[config.mk]
export PLATFORM = sky130hd
export DESIGN_NAME = base64_stream_encoder
export DESIGN_NICKNAME = d
export VERILOG_FILES = /design/src/rtl/core/b64enc_pkg.sv /design/src/rtl/core/b64enc_front.sv /design/src/rtl/core/b64enc_queue.sv /design/src/rtl/core/b64enc_back.sv /design/src/rtl/core/base64_stream_encoder.sv
export VERILOG_INCLUDE_DIRS = /design/src /design/src/rtl/core
export SDC_FILE = /design/constraint.sdc
export NUM_CORES = 1
export LEC_CHECK = 0
export ABC_AREA = 1
export ABC_CLOCK_PERIOD_IN_PS = 2400
export BUFFER_PORTS_ARGS = -buffer_cell sky130_fd_sc_hd__buf_4
export CAP_MARGIN = 5
export CELL_PAD_IN_SITES_DETAIL_PLACEMENT = 0
export CELL_PAD_IN_SITES_GLOBAL_PLACEMENT = 1
export CORE_ASPECT_RATIO = 0.5
export CORE_MARGIN = 1
export CORE_UTILIZATION = 25
export CTS_BUF_LIST = sky130_fd_sc_hd__clkbuf_16
export CTS_CLUSTER_SIZE = 25
export DETAILED_ROUTE_END_ITERATION = 8
export PLACE_DENSITY = 0.49
export SYNTH_ARGS = -nofsm -noshare
export SYNTH_HDL_FRONTEND = slang
export SYNTH_SLANG_ARGS = --single-unit
[constraint.sdc]
create_clock -name clock -period 2.4 [get_ports clock]
set_input_delay 0.36 -clock clock [delete_from_list [all_inputs] [get_ports clock]]
set_output_delay 0.36 -clock clock [all_outputs]
set_load 0.05 [all_outputs]
[src/rtl/core/assert_macros.svh]
// ----------------------------------------------------------------------------
// assert_macros.svh
// Shared concurrent assertion macros for the base64 stream encoder RTL.
// ----------------------------------------------------------------------------
`ifndef ASSERT_MACROS_SVH
`define ASSERT_MACROS_SVH

// Check that prop holds at every rising clock edge outside reset.
`define B64_ASSERT(label, clk, rst, prop, msg) \
   label: assert property (@(posedge clk) disable iff (rst) (prop)) else $error(msg);

// Check that cond is never true at a rising clock edge outside reset.
`define B64_ASSERT_NEVER(label, clk, rst, cond, msg) \
   label: assert property (@(posedge clk) disable iff (rst) !(cond)) else $error(msg);

`endif

[src/rtl/core/b64enc_pkg.sv]
// ----------------------------------------------------------------------------
// b64enc_pkg
// Types, constants and the alphabet function shared by the base64 encoder.
// ----------------------------------------------------------------------------
package b64enc_pkg;

   // Input item: mode selects data byte or end-of-message flush.
   localparam logic MODE_DATA  = 1'b0;
   localparam logic MODE_FLUSH = 1'b1;

   typedef struct packed {
      logic       mode;
      logic [7:0] byte_value;
   } b64enc_req_type;

   typedef struct packed {
      logic [6:0] char_code;
      logic       run_last;
      logic       message_end;
   } b64enc_rsp_type;

   // Byte position within a group of three.
   localparam logic [1:0] PHASE_0 = 2'd0;
   localparam logic [1:0] PHASE_1 = 2'd1;
   localparam logic [1:0] PHASE_2 = 2'd2;

   // Character index within one job.
   localparam logic [1:0] IDX_0 = 2'd0;
   localparam logic [1:0] IDX_1 = 2'd1;
   localparam logic [1:0] IDX_2 = 2'd2;

   localparam logic [6:0] PAD_CHAR = 7'h3D;

   // Work handed from front to back: which characters one item causes.
   typedef enum logic [1:0] {
      JOB_DATA1  = 2'd0,   // one sextet
      JOB_DATA2  = 2'd1,   // two sextets
      JOB_FLUSH1 = 2'd2,   // one sextet, one pad
      JOB_FLUSH2 = 2'd3    // one sextet, two pads
   } b64enc_kind_type;

   typedef struct packed {
      b64enc_kind_type kind;
      logic [5:0]      sextet0;
      logic [5:0]      sextet1;
   } b64enc_job_type;

   typedef struct packed {
      logic not_empty;
      logic not_full;
   } b64enc_qstat_type;

   // Map a six-bit value onto the standard base64 alphabet.
   function automatic logic [6:0] b64enc_char(input logic [5:0] sextet);
      logic [6:0] v;
      logic [6:0] result;
      v = {1'b0, sextet};
      if (sextet < 6'd26) begin
         result = v + 7'd65;       // 'A'..'Z'
      end else if (sextet < 6'd52) begin
         result = v + 7'd71;       // 'a'..'z'
      end else if (sextet < 6'd62) begin
         result = v - 7'd4;        // '0'..'9'
      end else if (sextet == 6'd62) begin
         result = 7'h2B;           // '+'
      end else begin
         result = 7'h2F;           // '/'
      end
      return result;
   endfunction

endpackage

[src/rtl/core/b64enc_front.sv]
// ----------------------------------------------------------------------------
// b64enc_front
// Accepts items, tracks leftover bits and byte phase, and builds one job per
// item that causes output.
// ----------------------------------------------------------------------------
`include "assert_macros.svh"

module b64enc_front (
   input  logic                       clock,
   input  logic                       reset,
   input  logic                       req_valid,
   output logic                       req_ready,
   input  b64enc_pkg::b64enc_req_type req_item,
   input  b64enc_pkg::b64enc_qstat_type qstat,
   output logic                       push,
   output b64enc_pkg::b64enc_job_type job
);
   import b64enc_pkg::*;

   logic [1:0] phase_ff, phase_in;
   logic [3:0] left_ff, left_in;
   logic       accept;
   logic       has_job;

   assign req_ready = qstat.not_full;
   assign accept    = req_valid & req_ready;
   assign push      = accept & has_job;

   // Classify the item and compute the job plus the next bit state.
   always_comb begin
      job      = '{kind: JOB_DATA1, sextet0: 6'd0, sextet1: 6'd0};
      has_job  = 1'b0;
      phase_in = PHASE_0;
      left_in  = 4'd0;
      if (req_item.mode == MODE_FLUSH) begin
         unique case (phase_ff)
            PHASE_1: begin
               job.kind    = JOB_FLUSH2;
               job.sextet0 = {left_ff[1:0], 4'd0};
               has_job     = 1'b1;
            end
            PHASE_2: begin
               job.kind    = JOB_FLUSH1;
               job.sextet0 = {left_ff, 2'd0};
               has_job     = 1'b1;
            end
            default: begin
               has_job = 1'b0;
            end
         endcase
      end else begin
         has_job = 1'b1;
         unique case (phase_ff)
            PHASE_1: begin
               job.kind    = JOB_DATA1;
               job.sextet0 = {left_ff[1:0], req_item.byte_value[7:4]};
               left_in     = req_item.byte_value[3:0];
               phase_in    = PHASE_2;
            end
            PHASE_2: begin
               job.kind    = JOB_DATA2;
               job.sextet0 = {left_ff, req_item.byte_value[7:6]};
               job.sextet1 = req_item.byte_value[5:0];
            end
            default: begin
               job.kind    = JOB_DATA1;
               job.sextet0 = req_item.byte_value[7:2];
               left_in     = {2'd0, req_item.byte_value[1:0]};
               phase_in    = PHASE_1;
            end
         endcase
      end
   end

   // Advance the bit state on each accepted item.
   always_ff @(posedge clock) begin
      if (reset) begin
         phase_ff <= PHASE_0;
         left_ff  <= 4'd0;
      end else if (accept) begin
         phase_ff <= phase_in;
         left_ff  <= left_in;
      end
   end

   `B64_ASSERT_NEVER(a_phase_range, clock, reset, phase_ff == 2'd3, "byte phase reached 3")
   `B64_ASSERT(a_phase0_clean, clock, reset, (phase_ff != PHASE_0) || (left_ff == 4'd0),
               "leftover bits held at start of group")

endmodule

[src/rtl/core/b64enc_queue.sv]
// ----------------------------------------------------------------------------
// b64enc_queue
// Two-entry job queue between the front and back ends.
// ----------------------------------------------------------------------------
`include "assert_macros.svh"

module b64enc_queue (
   input  logic                         clock,
   input  logic                         reset,
   input  logic                         push,
   input  b64enc_pkg::b64enc_job_type   push_job,
   input  logic                         pop,
   output b64enc_pkg::b64enc_job_type   head_job,
   output b64enc_pkg::b64enc_qstat_type qstat
);
   import b64enc_pkg::*;

   localparam int DEPTH = 2;
   localparam int PTR_W = $clog2(DEPTH);
   localparam int CNT_W = $clog2(DEPTH + 1);

   b64enc_job_type   slot_ff [DEPTH];
   logic [PTR_W-1:0] wr_ptr_ff;
   logic [PTR_W-1:0] rd_ptr_ff;
   logic [CNT_W-1:0] count_ff;

   assign qstat.not_empty = (count_ff != '0);
   assign qstat.not_full  = (count_ff != CNT_W'(DEPTH));
   assign head_job        = slot_ff[rd_ptr_ff];

   // Store pushed jobs.
   always_ff @(posedge clock) begin
      if (push) begin
         slot_ff[wr_ptr_ff] <= push_job;
      end
   end

   // Advance pointers and occupancy.
   always_ff @(posedge clock) begin
      if (reset) begin
         wr_ptr_ff <= '0;
         rd_ptr_ff <= '0;
         count_ff  <= '0;
      end else begin
         if (push) begin
            wr_ptr_ff <= wr_ptr_ff + PTR_W'(1);
         end
         if (pop) begin
            rd_ptr_ff <= rd_ptr_ff + PTR_W'(1);
         end
         if (push && !pop) begin
            count_ff <= count_ff + CNT_W'(1);
         end else if (pop && !push) begin
            count_ff <= count_ff - CNT_W'(1);
         end
      end
   end

   `B64_ASSERT(a_no_pop_empty, clock, reset, !pop || qstat.not_empty, "pop from empty queue")
   `B64_ASSERT(a_no_push_full, clock, reset, !push || qstat.not_full, "push into full queue")

endmodule

[src/rtl/core/b64enc_back.sv]
// ----------------------------------------------------------------------------
// b64enc_back
// Expands queued jobs into characters, one per cycle while rsp_ready allows, into an output register.
// ----------------------------------------------------------------------------
`include "assert_macros.svh"

module b64enc_back (
   input  logic                         clock,
   input  logic                         reset,
   input  b64enc_pkg::b64enc_job_type   head_job,
   input  b64enc_pkg::b64enc_qstat_type qstat,
   output logic                         pop,
   output logic                         rsp_valid,
   input  logic                         rsp_ready,
   output b64enc_pkg::b64enc_rsp_type   rsp_item
);
   import b64enc_pkg::*;

   logic [1:0]     idx_ff, idx_in;
   logic           rsp_valid_ff, rsp_valid_in;
   b64enc_rsp_type rsp_item_ff, rsp_item_in;
   logic [1:0]     last_idx;
   logic           is_last;
   logic           load;
   logic [6:0]     char_sel;

   assign rsp_valid = rsp_valid_ff;
   assign rsp_item  = rsp_item_ff;

   // Final character index per job kind.
   always_comb begin
      unique case (head_job.kind)
         JOB_DATA1:  last_idx = IDX_0;
         JOB_DATA2:  last_idx = IDX_1;
         JOB_FLUSH1: last_idx = IDX_1;
         JOB_FLUSH2: last_idx = IDX_2;
         default:    last_idx = IDX_0;
      endcase
   end

   // Pick the character at the current index.
   always_comb begin
      unique case (idx_ff)
         IDX_0:   char_sel = b64enc_char(head_job.sextet0);
         IDX_1:   char_sel = (head_job.kind == JOB_DATA2) ?
                             b64enc_char(head_job.sextet1) : PAD_CHAR;
         default: char_sel = PAD_CHAR;
      endcase
   end

   assign is_last = (idx_ff == last_idx);
   assign load    = qstat.not_empty & (~rsp_valid_ff | rsp_ready);
   assign pop     = load & is_last;

   // Next output register contents and index.
   always_comb begin
      rsp_valid_in = rsp_valid_ff & ~rsp_ready;
      rsp_item_in  = rsp_item_ff;
      idx_in       = idx_ff;
      if (load) begin
         rsp_valid_in            = 1'b1;
         rsp_item_in.char_code   = char_sel;
         rsp_item_in.run_last    = is_last;
         rsp_item_in.message_end = is_last &
                                   ((head_job.kind == JOB_FLUSH1) ||
                                    (head_job.kind == JOB_FLUSH2));
         idx_in                  = is_last ? IDX_0 : (idx_ff + 2'd1);
      end
   end

   always_ff @(posedge clock) begin
      if (reset) begin
         rsp_valid_ff <= 1'b0;
         idx_ff       <= IDX_0;
      end else begin
         rsp_valid_ff <= rsp_valid_in;
         idx_ff       <= idx_in;
      end
   end

   // Hold payload; no reset needed.
   always_ff @(posedge clock) begin
      rsp_item_ff <= rsp_item_in;
   end

   `B64_ASSERT(a_end_is_last, clock, reset,
               !rsp_valid_ff || !rsp_item_ff.message_end || rsp_item_ff.run_last,
               "message end without run last")
   `B64_ASSERT(a_idx_in_job, clock, reset, (idx_ff == IDX_0) || qstat.not_empty,
               "character index advanced with no job at head")

endmodule

[src/rtl/core/base64_stream_encoder.sv]
// ----------------------------------------------------------------------------
// base64_stream_encoder
// Base64 encoder (standard alphabet, '=' padding) over a byte stream.
// ----------------------------------------------------------------------------
// Each data item carries one byte and yields one or two characters; a flush
// item emits the last partial character and pads to a multiple of four, or
// yields nothing when no bits are pending. The output register sends one
// character per cycle while rsp_ready allows, so a byte yields one or two
// characters (three bytes yield four), and that register's rate is what
// sets throughput. A two-entry job queue sits between the byte classifier
// and the character generator, so up to two more items that cause output
// are accepted while a result waits on rsp_ready.
// With the queue empty, an accepted item's job is written to the queue, and
// its first character is then loaded into the output register.
// run_last marks the last character of each item; message_end marks the last
// character of a flush.
module base64_stream_encoder (
   input  logic                       clock,
   input  logic                       reset,
   input  logic                       req_valid,
   output logic                       req_ready,
   input  b64enc_pkg::b64enc_req_type req_item,
   output logic                       rsp_valid,
   input  logic                       rsp_ready,
   output b64enc_pkg::b64enc_rsp_type rsp_item
);
   import b64enc_pkg::*;

   b64enc_job_type   push_job;
   b64enc_job_type   head_job;
   b64enc_qstat_type qstat;
   logic             push;
   logic             pop;

   // Classify items and track leftover bits.
   b64enc_front u_front (
      .clock     (clock),
      .reset     (reset),
      .req_valid (req_valid),
      .req_ready (req_ready),
      .req_item  (req_item),
      .qstat     (qstat),
      .push      (push),
      .job       (push_job)
   );

   // Decouple front and back.
   b64enc_queue u_queue (
      .clock    (clock),
      .reset    (reset),
      .push     (push),
      .push_job (push_job),
      .pop      (pop),
      .head_job (head_job),
      .qstat    (qstat)
   );

   // Emit characters.
   b64enc_back u_back (
      .clock     (clock),
      .reset     (reset),
      .head_job  (head_job),
      .qstat     (qstat),
      .pop       (pop),
      .rsp_valid (rsp_valid),
      .rsp_ready (rsp_ready),
      .rsp_item  (rsp_item)
   );

endmodule

==> results of run 1 <==
==> layer usage <==
layer | vias to the layer above | wire length [um]
li1 | 1356 | -
met1 | 1160 | 4180
met2 | 39 | 3170
met3 | 5 | 277
met4 | 0 | 59
met5 | - | 0
==> power breakdown <==
part,total [mW],switching [mW],internal (mW)
Combinational,2.29,1.53,0.760
Clock,0.726,0.334,0.392
Sequential,1.31,0.0759,1.23
==> state kept, by name (all words and copies together), names as in the netlist, named ones only <==
register / count
u_front.left_ff: 4
u_back.rsp_item: 9
u_queue.wr_ptr_ff: 1
u_queue.rd_ptr_ff: 1
u_front.phase_ff: 2
u_back.idx_ff: 2
u_queue.slot_ff: 28
u_back.rsp_valid: 1
u_queue.count_ff: 2
==> cell families after synthesis <==
group | Yosys count | share of synthesized area, %
adders and majority gates | 19 | 7.27
buffers and inverters | 66 | 8.68
and+or+nand+nor | 188 | 27.8
AOI/OAI and AO/OA | 60 | 11.4
DFF | 51 | 42.5
xor gates and xnor gates | 9 | 2.41
==> what timing repair did <==
action	4_1_cts	5_1_grt
endpoints found under the setup margin	0	3
resized for setup	0	8
setup buffers	0	2
==> path summary, 6_finish.rpt <==
check	from	endpoint	slack, ns	depth (start not counted)
setup / recovery	u_queue.slot_ff[1][13]	u_queue.count_ff[1]	0.17	13
hold / removal	reset	u_back.rsp_valid	0.30	2
setup reg to reg	u_queue.slot_ff[1][13]	u_queue.count_ff[1]	0.17	13
hold reg to reg	u_back.rsp_valid	u_back.rsp_valid	0.50	2
==> layout make-up <==
type	instances	area, um^2	share of cell area (%)
sequential	51	1390	36.0
inverter	58	220	5.70
clock inverter	3	23.8	0.615
timing repair buffer	33	268	6.93
clock buffer	5	125	3.24
tap	170	213	5.50
multi-input combinational	276	1620	42.0
==> layout by cell type (no fill, tap or decap), types with 2 or more instances in the layout <==
| master | instances |
|---|---|
| a211oi_1 | 4 |
| a21oi_1 | 19 |
| a22oi_1 | 2 |
| a31oi_1 | 4 |
| buf_4 | 31 |
| clkbuf_16 | 5 |
| dfxtp_1 | 13 |
| edfxtp_1 | 37 |
| ha_1 | 18 |
| inv_1 | 49 |
| inv_2 | 8 |
| nand2_1 | 97 |
| nand2_2 | 11 |
| nand2_4 | 10 |
| nand3_1 | 21 |
| nand3_2 | 4 |
| nand4_1 | 8 |
| nor2_1 | 29 |
| nor2_2 | 2 |
| nor2_4 | 4 |
| o211ai_1 | 5 |
| o21a_1 | 2 |
| o21ai_0 | 11 |
| o21ai_1 | 4 |
| o21ai_2 | 5 |
| xnor2_1 | 5 |
| xor2_1 | 4 |
==> through the flow <==
step / power (mW) / setup TNS, ns
after floorplan: 2.96 / 0
after global placement: 3.60 / 0
after detailed placement: 3.56 / 0
after CTS: 4.31 / 0
after global routing: 4.68 / -0.00203
final: 4.33 / 0
==> critical path, stage by stage, from the launching register on <==
cell	delay, ns
edfxtp_1	0.35
or2_2	0.30
o21ai_2	0.11
inv_1	0.07
ha_1	0.19
xnor2_1	0.13
nand2_1	0.12
nor2_4	0.12
inv_1	0.05
ha_1	0.29
a21oi_1	0.11
o21ai_1	0.09
o21ai_1	0.13
a21oi_1	0.05
==> impl_metrics.ini, run 1 <==
[die]
die_h_um = 82.9
die_x_um = 164
rows = 29
core_area_mm2 = 0.0127
io_pins = 24
start_util_pct = 25.8
die_area_mm2 = 0.0136

[grt]
grt_pass1_wl_mm = 12.6
grt_busiest_layer = met2
use_met1_pct = 17.5
grt-ovfl-total = 0
grt_use_met2_pct = 17.6
grt_max_degree = 18
gr-usage-met3_pct = 3.00
grt_pass1_vias = 2449
antenna_found_initial = 0
grt_use_total_pct = 12.0

[detailed_routing]
drtIter0Drc = 79
wl_per_cell_um = 12.9
dr.pass1.iters = 4
postRouteAntennaNets = 0
vias = 2560
route.detailed.drc = 0
wl_mm = 7.68
via_per_inst = 4.30

[critical_path]
cp.arrival_ns = 2.41
worstSetupPathType = register to register
critPathRequiredTime_ns = 2.58
cp_max_fo = 3
cp-end-kind = register
crit_path_start_kind = register

[cts]
cts_buffers = 5
cts.sinks = 51
cts.reportedPaths.clkPinSlew_ns = 0.07
h-tree-depth = 2
clk_latency_ns = 0.29
clk_root_buffer_cell = clkbuf_16
cts_tree = yes
postCtsHoldBufs = 0
clock_path_buffers = 2

[synth]
synth.top_cell.area_share_pct = 34.0
synthFlopType = edfxtp_1
syn_nets = 425
synthArstFlopShare_pct = 0
synth_most_common_cell = nand2_1
synth_commonest_cells = nand2_1, inv_1, edfxtp_1, nor2_1, nand3_1
yosys.area.top_type = edfxtp_1
syn_avg_cell_area_um2 = 8.33
synth_cell_types = 36
synthTopCellsByArea = edfxtp_1, nand2_1, dfxtp_1
synth_edf_count = 37
netlist_area_mm2 = 0.00327
ys_ff_latch = 51
netlist_instances = 393
ys_seq_area_share_pct = 42.5
yosysWarningCount = 0

[timing]
max-slew-margin-rel_pct = 59.9
setup_slack_ns = 0.175
finalHoldWorstSlack_ns = 0.304
max_freq_mhz = 449
slew_violations = 0
period_share_pct = 92.7
worstMarginPinSlew_ns = 0.596
layout_min_cycle_time_ns = 2.23
setup_viol = 0
hold_viol = 0
finalClockSkew_ns = 0.00424

[finish]
fin_util_pct = 30.4
num_antenna_cells = 0
fin_cells = 596
areaGrowthSynthToFinish_pct = 18.1
final_layout_size_suffix_gt1_share_pct = 21.1
finalNetCount = 457
fillers = 1366
stdcell_area_mm2 = 0.00386

[worst_hold_path]
hp-class = input pin to register

[place]
gp_congestion = 0.772
port_buffers = 23
dp_hpwl_mm = 6.08
place_area_mm2 = 0.00367
dp_cells = 586
pre_cts_ws_ns = 0.0502

[outcome]
status = complete, no violations

[power]
p_per_area_mw_per_mm2 = 1120
ir_worst_vdd_v = 0.000545
p_leak_nw = 1.68

[job]
cap_violations = 0
Note: power is estimated with default switching activity, not from simulation.
==> run 2, diff against run 1 <==
RECOVER_POWER = 25   (was unset)
==> impl_metrics.ini, run 2 (synthesis results as in run 1) <==
[outcome]
status = complete, no violations

[critical_path]
rr_worst_depth = 13
critical-path-top-delay-family = simple AND/OR/NAND/NOR gates
worstSetupPathType = register to register
slowest_stage = edfxtp_1
cp_num_buf_inv = 2
crit_path_start_kind = register
reg2reg_from = u_queue.slot_ff[1][13]
cp.arrival_ns = 2.41
critical_path.cell_chain = or2_2 -> o21ai_2 -> inv_1 -> ha_1 -> xnor2_1 -> nand2_1 -> nor2_4 -> inv_1 -> ha_1 -> a21oi_1 -> o21ai_1 -> o21ai_1 -> a21oi_1
r2r-end = u_queue.count_ff[1]
cpPeakStageDelay_ns = 0.35
regToRegSetupSlack_ns = 0.17
cp-end-kind = register
critPathRequiredTime_ns = 2.58
cp_max_fo = 3

[worst_hold_path]
hp-class = input pin to register
hp-start = reset
worstHoldPathCells = 2
hold_end = u_back.rsp_valid

[detailed_routing]
route.detailed.drc = 0
dr.pass1.iters = 4
via_per_inst = 4.29
vias = 2557
postRouteAntennaNets = 0
wl_per_cell_um = 12.9
wl_mm = 7.71
drtIter0Drc = 79

[cts]
clk_root_buffer_cell = clkbuf_16
clk_latency_ns = 0.29
cts_tree = yes
postCtsHoldBufs = 0
cts.sinks = 51
cts_buffers = 5
cts.reportedPaths.clkPinSlew_ns = 0.07
clock_path_buffers = 2
h-tree-depth = 2

[die]
rows = 29
io_pins = 24
die_area_mm2 = 0.0136
die_h_um = 82.9
core_area_mm2 = 0.0127
die_x_um = 164
start_util_pct = 25.8

[finish]
finalNetCount = 457
final_common_cell = nand2_1
fin_cells = 596
num_antenna_cells = 0
stdcell_area_mm2 = 0.00383
final_layout_size_suffix_gt1_share_pct = 18.8
areaGrowthSynthToFinish_pct = 17.0
largest_reg_flops = 28
regMostFlops = u_queue.slot_ff
final_cell_mix = nand2_1, inv_1, edfxtp_1

[timing]
hold_viol = 0
layout_min_cycle_time_ns = 2.23
finalClockSkew_ns = 0.00424
period_share_pct = 92.7
worstMarginPinSlew_ns = 0.596
slew_violations = 0
max-slew-margin-rel_pct = 59.9
max_freq_mhz = 449
setup_viol = 0

[power]
p_leak_nw = 1.64
ir_worst_vdd_v = 0.000473
p_per_area_mw_per_mm2 = 1110
power.total_mw = 4.25

[place]
gp_congestion = 0.772
dp_cells = 586
port_buffers = 23
place_area_mm2 = 0.00367
dp_hpwl_mm = 6.08

[job]
cap_violations = 0

[grt]
grt-ovfl-total = 0
antenna_found_initial = 0
grt_pass1_vias = 2449
grt_max_degree = 18
grt_use_total_pct = 12.0
grt_pass1_wl_mm = 12.6
run 2: worst reg2reg max path, cell delays in order, from the launching register on:
cell      delay, ns
edfxtp_1       0.35
or2_2          0.30
o21ai_2        0.11
inv_1          0.07
ha_1           0.19
xnor2_1        0.13
nand2_1        0.12
nor2_4         0.12
inv_1          0.05
ha_1           0.29
a21oi_1        0.11
o21ai_1        0.09
o21ai_1        0.13
a21oi_1        0.05
run 2: area by class of cell:
class	instances	area, um^2
Tap cell	170	213
Timing Repair Buffer	33	230
Clock inverter	3	23.8
Sequential cell	51	1390
Multi-Input combinational cell	276	1620
Fill cell	1372	8870
Inverter	58	220
Clock buffer	5	125
run 2: where the power goes:
group / switching [mW] / internal [mW] / leakage [nW]
sequential: 0.0740 / 1.23 / 0.465
clock: 0.334 / 0.392 / 0.0717
combinational: 1.54 / 0.686 / 1.11
total: 1.94 / 2.31 / 1.64
run 2: what timing repair did:
| item | CTS | global route |
|---|---|---|
| setup endpoints to repair | 0 | 3 |
| gates resized for setup | 0 | 8 |
| setup buffers | 0 | 2 |
run 2: per-layer routing:
metal | wire length [um] | vias to the layer above | GRT usage (%) | share of wire (%)
met5 | 0 | - | 0 | 0
met4 | 59 | 0 | 2.78 | 0.77
met3 | 269 | 5 | 3.00 | 3.5
met2 | 3160 | 34 | 17.6 | 41
met1 | 4220 | 1162 | 17.5 | 55
li1 | - | 1356 | - | -
run 2: worst max-delay path by stage:
| stage | startpoint | endpoint | slack, ns | cells past startpoint |
|---|---|---|---|---|
| floorplan | register | u_queue.count_ff[1] | 0.01 | 14 |
| global placement | register | u_queue.count_ff[1] | 0.11 | 14 |
| detailed placement | register | u_queue.count_ff[1] | 0.05 | 13 |
| CTS | register | u_queue.count_ff[1] | 0.03 | 13 |
| global route | u_queue.slot_ff[1][13] | u_queue.count_ff[1] | -0.002 | 12 |
| finish | u_queue.slot_ff[1][13] | u_queue.count_ff[1] | 0.17 | 13 |
run 2: stage by stage:
step / setup TNS, ns / utilization [%] / setup WS (ns) / hold WS (ns)
2_1_floorplan: 0 / - / 0.0102 / 0.463
3_3_place_gp: 0 / 28.9 / 0.107 / 0.491
3_5_place_dp: 0 / 28.9 / 0.0502 / 0.479
4_1_cts: 0 / 30.1 / 0.0321 / 0.301
5_1_grt: -0.00203 / 30.1 / -0.00203 / 0.304
6_report: 0 / 30.1 / 0.175 / 0.304
